===== src/rtl/core/gip_pkg.sv =====
package gip_pkg;

    localparam int CNT_W            = 16;
    localparam int LEN_W            = 7;
    localparam int STATUS_W         = 3;
    localparam int CFG_IDX_W        = 2;

    localparam int MIN_REPORT_BYTES = 14;

    // Transfer status codes
    localparam logic [STATUS_W-1:0] ST_PENDING  = 3'd0;
    localparam logic [STATUS_W-1:0] ST_DONE     = 3'd1;
    localparam logic [STATUS_W-1:0] ST_NAK      = 3'd2;
    localparam logic [STATUS_W-1:0] ST_NOTREADY = 3'd3;
    localparam logic [STATUS_W-1:0] ST_ERROR    = 3'd4;
    localparam logic [STATUS_W-1:0] ST_STALL    = 3'd5;

    // Configuration register indexes
    localparam logic [CFG_IDX_W-1:0] CFG_RETRY_LIMIT       = 2'd0;
    localparam logic [CFG_IDX_W-1:0] CFG_PAD_SILENT_LIMIT  = 2'd1;
    localparam logic [CFG_IDX_W-1:0] CFG_PIPE_REOPEN_LIMIT = 2'd2;

    localparam logic [CNT_W-1:0] RETRY_LIMIT_RST       = 16'd50;
    localparam logic [CNT_W-1:0] PAD_SILENT_LIMIT_RST  = 16'd300;
    localparam logic [CNT_W-1:0] PIPE_REOPEN_LIMIT_RST = 16'd1500;

    typedef struct packed {
        logic                enumerated;
        logic                endpoint_found;
        logic [STATUS_W-1:0] xfer_status;
        logic [LEN_W-1:0]    xfer_length;
        logic [7:0]          button_low_byte;
        logic [7:0]          button_high_byte;
        logic [7:0]          left_trigger_byte;
        logic [7:0]          right_trigger_byte;
        logic [7:0]          left_y_byte;
        logic [7:0]          left_x_byte;
        logic [7:0]          right_y_byte;
        logic [7:0]          right_x_byte;
    } t_tick;

    typedef struct packed {
        logic [15:0]       buttons;
        logic [7:0]        left_trigger;
        logic [7:0]        right_trigger;
        logic signed [7:0] left_x;
        logic signed [7:0] left_y;
        logic signed [7:0] right_x;
        logic signed [7:0] right_y;
    } t_report;

    typedef struct packed {
        logic    issue_request;
        logic    open_pipe;
        logic    pad_connected;
        t_report report;
    } t_result;

    typedef struct packed {
        logic                 we;
        logic [CFG_IDX_W-1:0] idx;
        logic [CNT_W-1:0]     data;
    } t_cfg_wr;

endpackage


===== src/rtl/core/gip_in_reg.sv =====
// Input stage: holds one accepted tick until the engine takes it.
module gip_in_reg (
    input  logic          i_clk,
    input  logic          i_rst_n,
    input  logic          i_valid,
    output logic          o_stall,
    input  gip_pkg::t_tick i_tick,
    input  logic          i_down_ready,
    output logic          o_advance,
    output gip_pkg::t_tick o_tick
);

    logic           r_valid;
    gip_pkg::t_tick r_tick;
    logic           accept;

    assign o_advance = r_valid && i_down_ready;
    assign o_stall   = r_valid && !i_down_ready;
    assign accept    = i_valid && !o_stall;
    assign o_tick    = r_tick;

    always_ff @(posedge i_clk) begin
        if (!i_rst_n) begin
            r_valid <= 1'b0;
        end else if (accept) begin
            r_valid <= 1'b1;
        end else if (o_advance) begin
            r_valid <= 1'b0;
        end
    end

    always_ff @(posedge i_clk) begin
        if (accept) begin
            r_tick <= i_tick;
        end
    end

endmodule


===== src/rtl/core/gip_tick_engine.sv =====
// Poller state and per-tick update; state commits when a tick advances.
module gip_tick_engine (
    input  logic             i_clk,
    input  logic             i_rst_n,
    input  gip_pkg::t_cfg_wr i_cfg,
    input  logic             i_advance,
    input  gip_pkg::t_tick   i_tick,
    output gip_pkg::t_result o_result
);

    logic [gip_pkg::CNT_W-1:0] r_retry_limit;
    logic [gip_pkg::CNT_W-1:0] r_pad_limit;
    logic [gip_pkg::CNT_W-1:0] r_reopen_limit;

    logic                      r_pipe_open, n_pipe_open;
    logic                      r_was_enum, n_was_enum;
    logic                      r_busy, n_busy;
    logic [gip_pkg::CNT_W-1:0] r_wait, n_wait;
    logic [gip_pkg::CNT_W-1:0] r_pad_cnt, n_pad_cnt;
    logic [gip_pkg::CNT_W-1:0] r_pipe_cnt, n_pipe_cnt;
    logic                      r_connected, n_connected;
    gip_pkg::t_report          r_report, n_report;
    logic                      issue;
    logic                      opened;

    always_comb begin
        n_pipe_open = r_pipe_open;
        n_was_enum  = i_tick.enumerated;
        n_busy      = r_busy;
        n_wait      = r_wait;
        n_pad_cnt   = r_pad_cnt;
        n_pipe_cnt  = r_pipe_cnt;
        n_connected = r_connected;
        n_report    = r_report;
        issue       = 1'b0;
        opened      = 1'b0;

        if (i_tick.enumerated && !r_was_enum) begin
            if (i_tick.endpoint_found) begin
                n_pipe_open = 1'b1;
                opened      = 1'b1;
                n_busy      = 1'b0;
                n_wait      = '0;
                n_pad_cnt   = r_pad_limit;
                n_connected = 1'b0;
                n_pipe_cnt  = '0;
            end
        end else if (!i_tick.enumerated && r_was_enum) begin
            n_pipe_open = 1'b0;
            n_busy      = 1'b0;
            n_report    = '0;
            n_connected = 1'b0;
        end else if (i_tick.enumerated && r_pipe_open) begin
            if (!r_busy) begin
                issue  = 1'b1;
                n_busy = 1'b1;
                n_wait = '0;
            end else begin
                case (i_tick.xfer_status)
                    gip_pkg::ST_DONE: begin
                        if (i_tick.xfer_length >=
                                gip_pkg::LEN_W'(gip_pkg::MIN_REPORT_BYTES)) begin
                            n_report.buttons = {i_tick.button_high_byte,
                                                i_tick.button_low_byte};
                            n_report.left_trigger  = i_tick.left_trigger_byte;
                            n_report.right_trigger = i_tick.right_trigger_byte;
                            n_report.left_x  = i_tick.left_x_byte;
                            n_report.left_y  = i_tick.left_y_byte;
                            n_report.right_x = i_tick.right_x_byte;
                            n_report.right_y = i_tick.right_y_byte;
                            n_connected = 1'b1;
                            n_pad_cnt   = '0;
                            n_pipe_cnt  = '0;
                        end
                        n_busy = 1'b0;
                    end
                    gip_pkg::ST_NAK, gip_pkg::ST_NOTREADY,
                    gip_pkg::ST_ERROR, gip_pkg::ST_STALL: begin
                        n_busy = 1'b0;
                    end
                    default: begin
                        // pending, and unknown codes treated as pending
                        if (r_wait < r_retry_limit) begin
                            n_wait = r_wait + gip_pkg::CNT_W'(1);
                        end else begin
                            n_busy = 1'b0;
                            n_wait = '0;
                        end
                    end
                endcase
                if (!n_connected) begin
                    if (n_pipe_cnt < r_reopen_limit) begin
                        n_pipe_cnt = n_pipe_cnt + gip_pkg::CNT_W'(1);
                    end else if (i_tick.endpoint_found) begin
                        opened     = 1'b1;
                        n_busy     = 1'b0;
                        n_wait     = '0;
                        n_pipe_cnt = '0;
                    end else begin
                        n_pipe_open = 1'b0;
                        n_busy      = 1'b0;
                    end
                end
            end
        end

        // pad silence watchdog
        if (!i_tick.enumerated) begin
            n_connected = 1'b0;
            n_pad_cnt   = r_pad_limit;
        end else if (n_pad_cnt < r_pad_limit) begin
            n_pad_cnt = n_pad_cnt + gip_pkg::CNT_W'(1);
        end else begin
            n_connected = 1'b0;
        end
    end

    assign o_result.issue_request = issue;
    assign o_result.open_pipe     = opened;
    assign o_result.pad_connected = n_connected;
    assign o_result.report        = n_report;

    always_ff @(posedge i_clk) begin
        if (!i_rst_n) begin
            r_retry_limit  <= gip_pkg::RETRY_LIMIT_RST;
            r_pad_limit    <= gip_pkg::PAD_SILENT_LIMIT_RST;
            r_reopen_limit <= gip_pkg::PIPE_REOPEN_LIMIT_RST;
        end else if (i_cfg.we) begin
            case (i_cfg.idx)
                gip_pkg::CFG_RETRY_LIMIT:       r_retry_limit  <= i_cfg.data;
                gip_pkg::CFG_PAD_SILENT_LIMIT:  r_pad_limit    <= i_cfg.data;
                gip_pkg::CFG_PIPE_REOPEN_LIMIT: r_reopen_limit <= i_cfg.data;
                default: begin
                end
            endcase
        end
    end

    always_ff @(posedge i_clk) begin
        if (!i_rst_n) begin
            r_pipe_open <= 1'b0;
            r_was_enum  <= 1'b0;
            r_busy      <= 1'b0;
            r_wait      <= '0;
            r_pad_cnt   <= '0;
            r_pipe_cnt  <= '0;
            r_connected <= 1'b0;
            r_report    <= '0;
        end else if (i_advance) begin
            r_pipe_open <= n_pipe_open;
            r_was_enum  <= n_was_enum;
            r_busy      <= n_busy;
            r_wait      <= n_wait;
            r_pad_cnt   <= n_pad_cnt;
            r_pipe_cnt  <= n_pipe_cnt;
            r_connected <= n_connected;
            r_report    <= n_report;
        end
    end

endmodule


===== src/rtl/core/gip_out_reg.sv =====
// Result register: holds a result until the receiver takes it.
module gip_out_reg (
    input  logic             i_clk,
    input  logic             i_rst_n,
    input  logic             i_load,
    input  gip_pkg::t_result i_result,
    output logic             o_ready,
    output logic             o_valid,
    input  logic             i_stall,
    output gip_pkg::t_result o_result
);

    logic             r_valid;
    gip_pkg::t_result r_result;

    assign o_ready  = !r_valid || !i_stall;
    assign o_valid  = r_valid;
    assign o_result = r_result;

    always_ff @(posedge i_clk) begin
        if (!i_rst_n) begin
            r_valid <= 1'b0;
        end else if (i_load) begin
            r_valid <= 1'b1;
        end else if (!i_stall) begin
            r_valid <= 1'b0;
        end
    end

    always_ff @(posedge i_clk) begin
        if (i_load) begin
            r_result <= i_result;
        end
    end

endmodule


===== src/rtl/core/gamepad_interrupt_in_poller_core.sv =====
// Gamepad interrupt-IN poller.
// Input channel (i_in_valid / o_in_stall): one transfer per millisecond tick,
// carrying enumeration, endpoint-found, transfer status, byte count and the
// report bytes. Output channel (o_out_valid / i_out_stall): one result
// transfer per tick: request strobe, pipe-open strobe, connected flag and
// the latest decoded report.
// Path: an accepted tick waits in the input register; as it advances, its
// result is loaded into the result register and shown on the result ports.
// Throughput: one tick per cycle unless the receiver stalls; the whole update
// is a few compares and 16-bit increments between input and result register.
// Stalls: when the receiver stalls, the result register holds and one more
// tick is still taken into the input register; only then does o_in_stall
// rise, and it falls in the cycle the result register drains.
// Reset (i_rst_n low, synchronous): both stages empty, pipe closed, all
// counters and the report zero, limits back to 50 / 300 / 1500.
// Configuration: i_cfg_we with i_cfg_idx 0 retry limit, 1 pad silence
// limit, 2 pipe reopen limit; other indexes are dropped. Write only while
// no tick is in flight.
module gamepad_interrupt_in_poller_core (
    input  logic                              i_clk,
    input  logic                              i_rst_n,

    input  logic                              i_cfg_we,
    input  logic [gip_pkg::CFG_IDX_W-1:0]     i_cfg_idx,
    input  logic [gip_pkg::CNT_W-1:0]         i_cfg_data,

    input  logic                              i_in_valid,
    output logic                              o_in_stall,
    input  logic                              i_enumerated,
    input  logic                              i_endpoint_found,
    input  logic [gip_pkg::STATUS_W-1:0]      i_xfer_status,
    input  logic [gip_pkg::LEN_W-1:0]         i_xfer_length,
    input  logic [7:0]                        i_button_low_byte,
    input  logic [7:0]                        i_button_high_byte,
    input  logic [7:0]                        i_left_trigger_byte,
    input  logic [7:0]                        i_right_trigger_byte,
    input  logic [7:0]                        i_left_y_byte,
    input  logic [7:0]                        i_left_x_byte,
    input  logic [7:0]                        i_right_y_byte,
    input  logic [7:0]                        i_right_x_byte,

    output logic                              o_out_valid,
    input  logic                              i_out_stall,
    output logic                              o_issue_request,
    output logic                              o_open_pipe,
    output logic                              o_pad_connected,
    output logic [15:0]                       o_buttons,
    output logic [7:0]                        o_left_trigger,
    output logic [7:0]                        o_right_trigger,
    output logic signed [7:0]                 o_left_x,
    output logic signed [7:0]                 o_left_y,
    output logic signed [7:0]                 o_right_x,
    output logic signed [7:0]                 o_right_y
);

    gip_pkg::t_tick   in_tick;
    gip_pkg::t_tick   stage_tick;
    gip_pkg::t_cfg_wr cfg_wr;
    gip_pkg::t_result next_result;
    gip_pkg::t_result out_result;
    logic             advance;
    logic             out_ready;

    // Gather the tick fields into one word for the input stage.
    assign in_tick.enumerated         = i_enumerated;
    assign in_tick.endpoint_found     = i_endpoint_found;
    assign in_tick.xfer_status        = i_xfer_status;
    assign in_tick.xfer_length        = i_xfer_length;
    assign in_tick.button_low_byte    = i_button_low_byte;
    assign in_tick.button_high_byte   = i_button_high_byte;
    assign in_tick.left_trigger_byte  = i_left_trigger_byte;
    assign in_tick.right_trigger_byte = i_right_trigger_byte;
    assign in_tick.left_y_byte        = i_left_y_byte;
    assign in_tick.left_x_byte        = i_left_x_byte;
    assign in_tick.right_y_byte       = i_right_y_byte;
    assign in_tick.right_x_byte       = i_right_x_byte;

    assign cfg_wr.we   = i_cfg_we;
    assign cfg_wr.idx  = i_cfg_idx;
    assign cfg_wr.data = i_cfg_data;

    // Stage 1: hold the accepted tick.
    gip_in_reg u_in_reg (
        .i_clk        (i_clk),
        .i_rst_n      (i_rst_n),
        .i_valid      (i_in_valid),
        .o_stall      (o_in_stall),
        .i_tick       (in_tick),
        .i_down_ready (out_ready),
        .o_advance    (advance),
        .o_tick       (stage_tick)
    );

    // Update poller state as the tick advances into the result register.
    gip_tick_engine u_engine (
        .i_clk     (i_clk),
        .i_rst_n   (i_rst_n),
        .i_cfg     (cfg_wr),
        .i_advance (advance),
        .i_tick    (stage_tick),
        .o_result  (next_result)
    );

    // Stage 2: hold the result until the receiver takes it.
    gip_out_reg u_out_reg (
        .i_clk    (i_clk),
        .i_rst_n  (i_rst_n),
        .i_load   (advance),
        .i_result (next_result),
        .o_ready  (out_ready),
        .o_valid  (o_out_valid),
        .i_stall  (i_out_stall),
        .o_result (out_result)
    );

    assign o_issue_request = out_result.issue_request;
    assign o_open_pipe     = out_result.open_pipe;
    assign o_pad_connected = out_result.pad_connected;
    assign o_buttons       = out_result.report.buttons;
    assign o_left_trigger  = out_result.report.left_trigger;
    assign o_right_trigger = out_result.report.right_trigger;
    assign o_left_x        = out_result.report.left_x;
    assign o_left_y        = out_result.report.left_y;
    assign o_right_x       = out_result.report.right_x;
    assign o_right_y       = out_result.report.right_y;

endmodule


===== config.mk =====
export PLATFORM = sky130hd
export DESIGN_NAME = gamepad_interrupt_in_poller_core
export DESIGN_NICKNAME = d
export VERILOG_FILES = /design/src/rtl/core/gip_pkg.sv /design/src/rtl/core/gip_in_reg.sv /design/src/rtl/core/gip_tick_engine.sv /design/src/rtl/core/gip_out_reg.sv /design/src/rtl/core/gamepad_interrupt_in_poller_core.sv
export SDC_FILE = /design/constraint.sdc
export NUM_CORES = 1
export LEC_CHECK = 0
export BUFFER_PORTS_ARGS = -buffer_cell sky130_fd_sc_hd__buf_2
export CORE_UTILIZATION = 60
export CTS_CLUSTER_DIAMETER = 100
export DETAILED_ROUTE_END_ITERATION = 6
export PLACE_DENSITY = 0.85
export SETUP_SLACK_MARGIN = 0.5
export SLEW_MARGIN = 20
export SYNTH_ARGS = -nofsm -noshare
export SYNTH_HDL_FRONTEND = slang
export SYNTH_SLANG_ARGS = --single-unit

===== constraint.sdc =====
create_clock -name i_clk -period 7.39 [get_ports i_clk]
set_input_delay 0.739 -clock i_clk [delete_from_list [all_inputs] [get_ports i_clk]]
set_output_delay 0.739 -clock i_clk [all_outputs]
set_load 0.01 [all_outputs]

==> impl_metrics.env <==
export IMPL_worstPathCellList="buf_4, inv_1, ha_1, or2_2, a2111oi_4, buf_4, a21oi_1, ha_1, a211oi_1, o22ai_1, o21ai_0, o2111ai_1, or4_1, a31oi_1, a31o_2"
export IMPL_die_x_um=153
export IMPL_fmax_mhz=184
export IMPL_seq_area_frac_synth=0.552
export IMPL_area_growth_pct=14.4
export IMPL_port_buffers=166
export IMPL_ios=168
export IMPL_dieArea_um2=23500
export IMPL_slew_viol_final=0
export IMPL_antenna_left=0
export IMPL_setup_tns_ns=0
export IMPL_ys_flop_type="dfxtp_1"
export IMPL_skew_ns=0.0138
export IMPL_hold_viol_final=0
export IMPL_antenna_cells=0
export IMPL_wirelength_mm=32.0
export IMPL_postCtsSetupRepairBufs=0
export IMPL_insertion_delay_ns=0.56
export IMPL_startpoint_type="flip-flop"
export IMPL_ys_ff_latch=308
export IMPL_p_sw_w=0.000866
export IMPL_grt_remaining_overflow=0
export IMPL_synthTopCellsByArea="edfxtp_1 31%, dfxtp_1 24%, ha_1 4.6%"
export IMPL_synth_compound_area_frac=0.159
export IMPL_cts_max_level=1
export IMPL_fin_util=0.709
export IMPL_drc=0
export IMPL_place_gp_congestion=0.916
export IMPL_powerDensity_nw_per_um2=236
export IMPL_grt_pass1_vias=10700
export IMPL_cpPeakStageDelay_ns=0.74
export IMPL_maxSlewHeadroom=0.290
export IMPL_rsz0062_at_grt="no"
export IMPL_p_int_w=0.00284
export IMPL_synth_simple_area_share=0.186
export IMPL_syn_num_nets=1537
export IMPL_drive_gt1_frac=0.167
export IMPL_fp_coreArea_um2=22200
export IMPL_status="finished, final reports clean"
export IMPL_grt_use_total=0.270
export IMPL_hold_ws_ns=0.354
export IMPL_drt_iter0_markers=968
export IMPL_combPwrFrac=0.082
export IMPL_antenna_found_initial=0
export IMPL_worst_setup_path_end_kind="flip-flop"
export IMPL_yosys_area_top_type_share=0.310
export IMPL_post_route_min_period_ns=5.43
export IMPL_async_reset_ff_frac=0
export IMPL_setup_viol=0
export IMPL_avgRoutedWirePerCell_um=17.6
export IMPL_leakage_nw=6.06
export IMPL_synth_top_family_by_area="simple AND/OR/NAND/NOR gates"
export IMPL_worstPathRequired_ns=7.88
export IMPL_cts_root_buf="clkbuf_16"
export IMPL_synthMuxAreaShare=0.00966
export IMPL_peakVddDrop_uv=199
export IMPL_chipHeight_um=153
export IMPL_finalCritPeriodShare=0.735
export IMPL_grt_max_degree=91
export IMPL_yosys_area_top_type="edfxtp_1"
export IMPL_critPathSlowestCell="a2111oi_4"
export IMPL_num_vias=11200
export IMPL_finalPower_w=0.00371
export IMPL_seq_power_share=0.517
export IMPL_clockBufferDepth=3
export IMPL_yosysWarnings=0
export IMPL_grt_pass1_wl_mm=52.0
export IMPL_nets=1666
export IMPL_tightest_slew_ns=1.06
export IMPL_arrival_ns=5.92
export IMPL_synth_xor_area_frac=0.00638
export IMPL_clkTransAtPathRegs_ns=0.06
export IMPL_power_frac_clock=0.401
export IMPL_synth_fa_ha_area_frac=0.0455
export IMPL_path_max_fanout=25
export IMPL_cts_hold_buffers=0
export IMPL_synthCells=1388
export IMPL_synth_edf_count=142
export IMPL_rows=54
export IMPL_start_util=0.620
export IMPL_numCtsBuffers=31
export IMPL_first_pass_iters=5
export IMPL_syn_area_um2=13700
export IMPL_swShare=0.233
export IMPL_cts_resized=0
export IMPL_cts_sinks=308
export IMPL_syn_area_per_cell_um2=9.90
export IMPL_r2r_cells=15
export IMPL_cts_tree="built"
export IMPL_cap_violations=0
export IMPL_ys_types=75
export IMPL_worstSetupPathType="reg2reg"
export IMPL_hold_depth=1
export IMPL_drt_vias_per_instance=6.13
export IMPL_min_path_type="in2reg"
export IMPL_dpl_hpwl_mm=20.8
kinds of logic (layout without fill, tap and decap cells):
family / after synthesis / in the layout
simple gates: 554 / 554
flops: 308 / 308
compound gates: 305 / 305
buf+inv: 148 / 301
fa+ha+maj: 50 / 50
mux: 13 / 13
xor+xnor: 10 / 10
final timing paths:
path / from / endpoint / slack, ns
worst min-delay path: i_right_y_byte[7] / u_in_reg.o_tick[15] / 0.35
worst max register to register: u_in_reg.o_tick[75] / u_engine.r_pad_cnt[13] / 1.96
worst min register to register: u_engine.r_retry_limit[6] / u_engine.r_retry_limit[6] / 0.45
worst max-delay path: u_in_reg.o_tick[75] / u_engine.r_pad_cnt[13] / 1.96
placed cells by master (no fill, tap or decap), types with 6 or more instances in the layout:
cell / instances
buf_2: 166
dfxtp_1: 166
nor2_1: 165
nand2_1: 159
edfxtp_1: 142
nor3_1: 85
a21oi_1: 74
a22o_1: 64
inv_1: 62
ha_1: 50
nand3_1: 44
clkbuf_16: 32
o21ai_0: 29
a31oi_1: 26
o211ai_1: 23
nand4_1: 21
and2_1: 19
and3_1: 14
buf_4: 14
mux2i_1: 11
clkinv_2: 10
a211oi_1: 8
nand2b_1: 8
a21o_1: 8
and4_1: 7
xnor2_1: 7
clkbuf_1: 7
o22ai_1: 6
o31ai_1: 6
clkbuf_8: 6
flip-flops by register name, summed over array words and instances, names as in the netlist:
name                     flops
u_engine.r_busy              1
u_engine.r_connected         1
u_engine.r_pad_cnt          16
u_engine.r_pad_limit        16
u_engine.r_pipe_cnt         16
u_engine.r_pipe_open         1
u_engine.r_reopen_limit     16
u_engine.r_report           64
u_engine.r_retry_limit      16
u_engine.r_wait             16
u_engine.r_was_enum          1
u_in_reg.o_tick             75
u_in_reg.r_valid             1
u_out_reg.o_result          67
u_out_reg.o_valid            1
power groups by stage:
stage               registers (W)  logic, W  clock network [W]
detailed placement        0.00195  0.000303                  0
floorplan                 0.00195  0.000193                  0
finish                    0.00192  0.000305            0.00149
CTS                       0.00192  0.000305            0.00151
global placement          0.00195  0.000292                  0
global route              0.00192  0.000338            0.00157
Yosys cell counts, types with 5 or more instances:
| cell | number |
|---|---|
| dfxtp_1 | 166 |
| nor2_1 | 165 |
| nand2_1 | 159 |
| edfxtp_1 | 142 |
| nor3_1 | 85 |
| a21oi_1 | 74 |
| a22o_1 | 64 |
| inv_1 | 63 |
| clkbuf_1 | 61 |
| ha_1 | 50 |
| nand3_1 | 44 |
| o21ai_0 | 29 |
| a31oi_1 | 26 |
| o211ai_1 | 23 |
| nand4_1 | 21 |
| and2_1 | 19 |
| and3_1 | 14 |
| buf_1 | 13 |
| mux2i_1 | 11 |
| buf_2 | 10 |
| a211oi_1 | 8 |
| a21o_1 | 8 |
| nand2b_1 | 8 |
| and4_1 | 7 |
| xnor2_1 | 7 |
| o22ai_1 | 6 |
| o31ai_1 | 6 |
| a311oi_1 | 5 |
| a31o_2 | 5 |
| o2111ai_1 | 5 |
| or2_2 | 5 |
| or4_1 | 5 |
per-layer routing:
metal / part of all wire / vias to the layer above / GRT usage / routed length, µm
met3: 0.071 / 81 / 0.0445 / 2270
met4: 0.031 / 0 / 0.0933 / 1000
met5: 0 / - / 0 / 0
met1: 0.42 / 5311 / 0.349 / 13400
li1: - / 5312 / - / -
met2: 0.48 / 465 / 0.460 / 15300
metrics by stage:
stage                     setup WS (ns)  area (µm²)  std cells
after floorplan                    2.57       13700       1388
after global placement             2.19       14700       1764
after detailed placement           2.10       14700       1764
after CTS                          2.05       15700       1821
after global routing               1.60       15700       1821
final                              1.96       15700       1821
layout make-up:
cell class              count  area (µm²)
well taps                 280         350
clock buffers              45         910
multi-input cells         932        5620
fillers                  1618        6450
inverters                  64         244
repair buffers            180         936
clock inverters            12        65.1
flip-flops and latches    308        7590
critical path: cells and delay by family (launching register included):
kind            cells  cell delay, ns
compound gates      8            2.55
simple gates        2            0.89
buf+inv             3            0.97
fa+ha+maj           2            0.61
flops               1            0.32
Note: power is estimated with default switching activity, not from simulation.
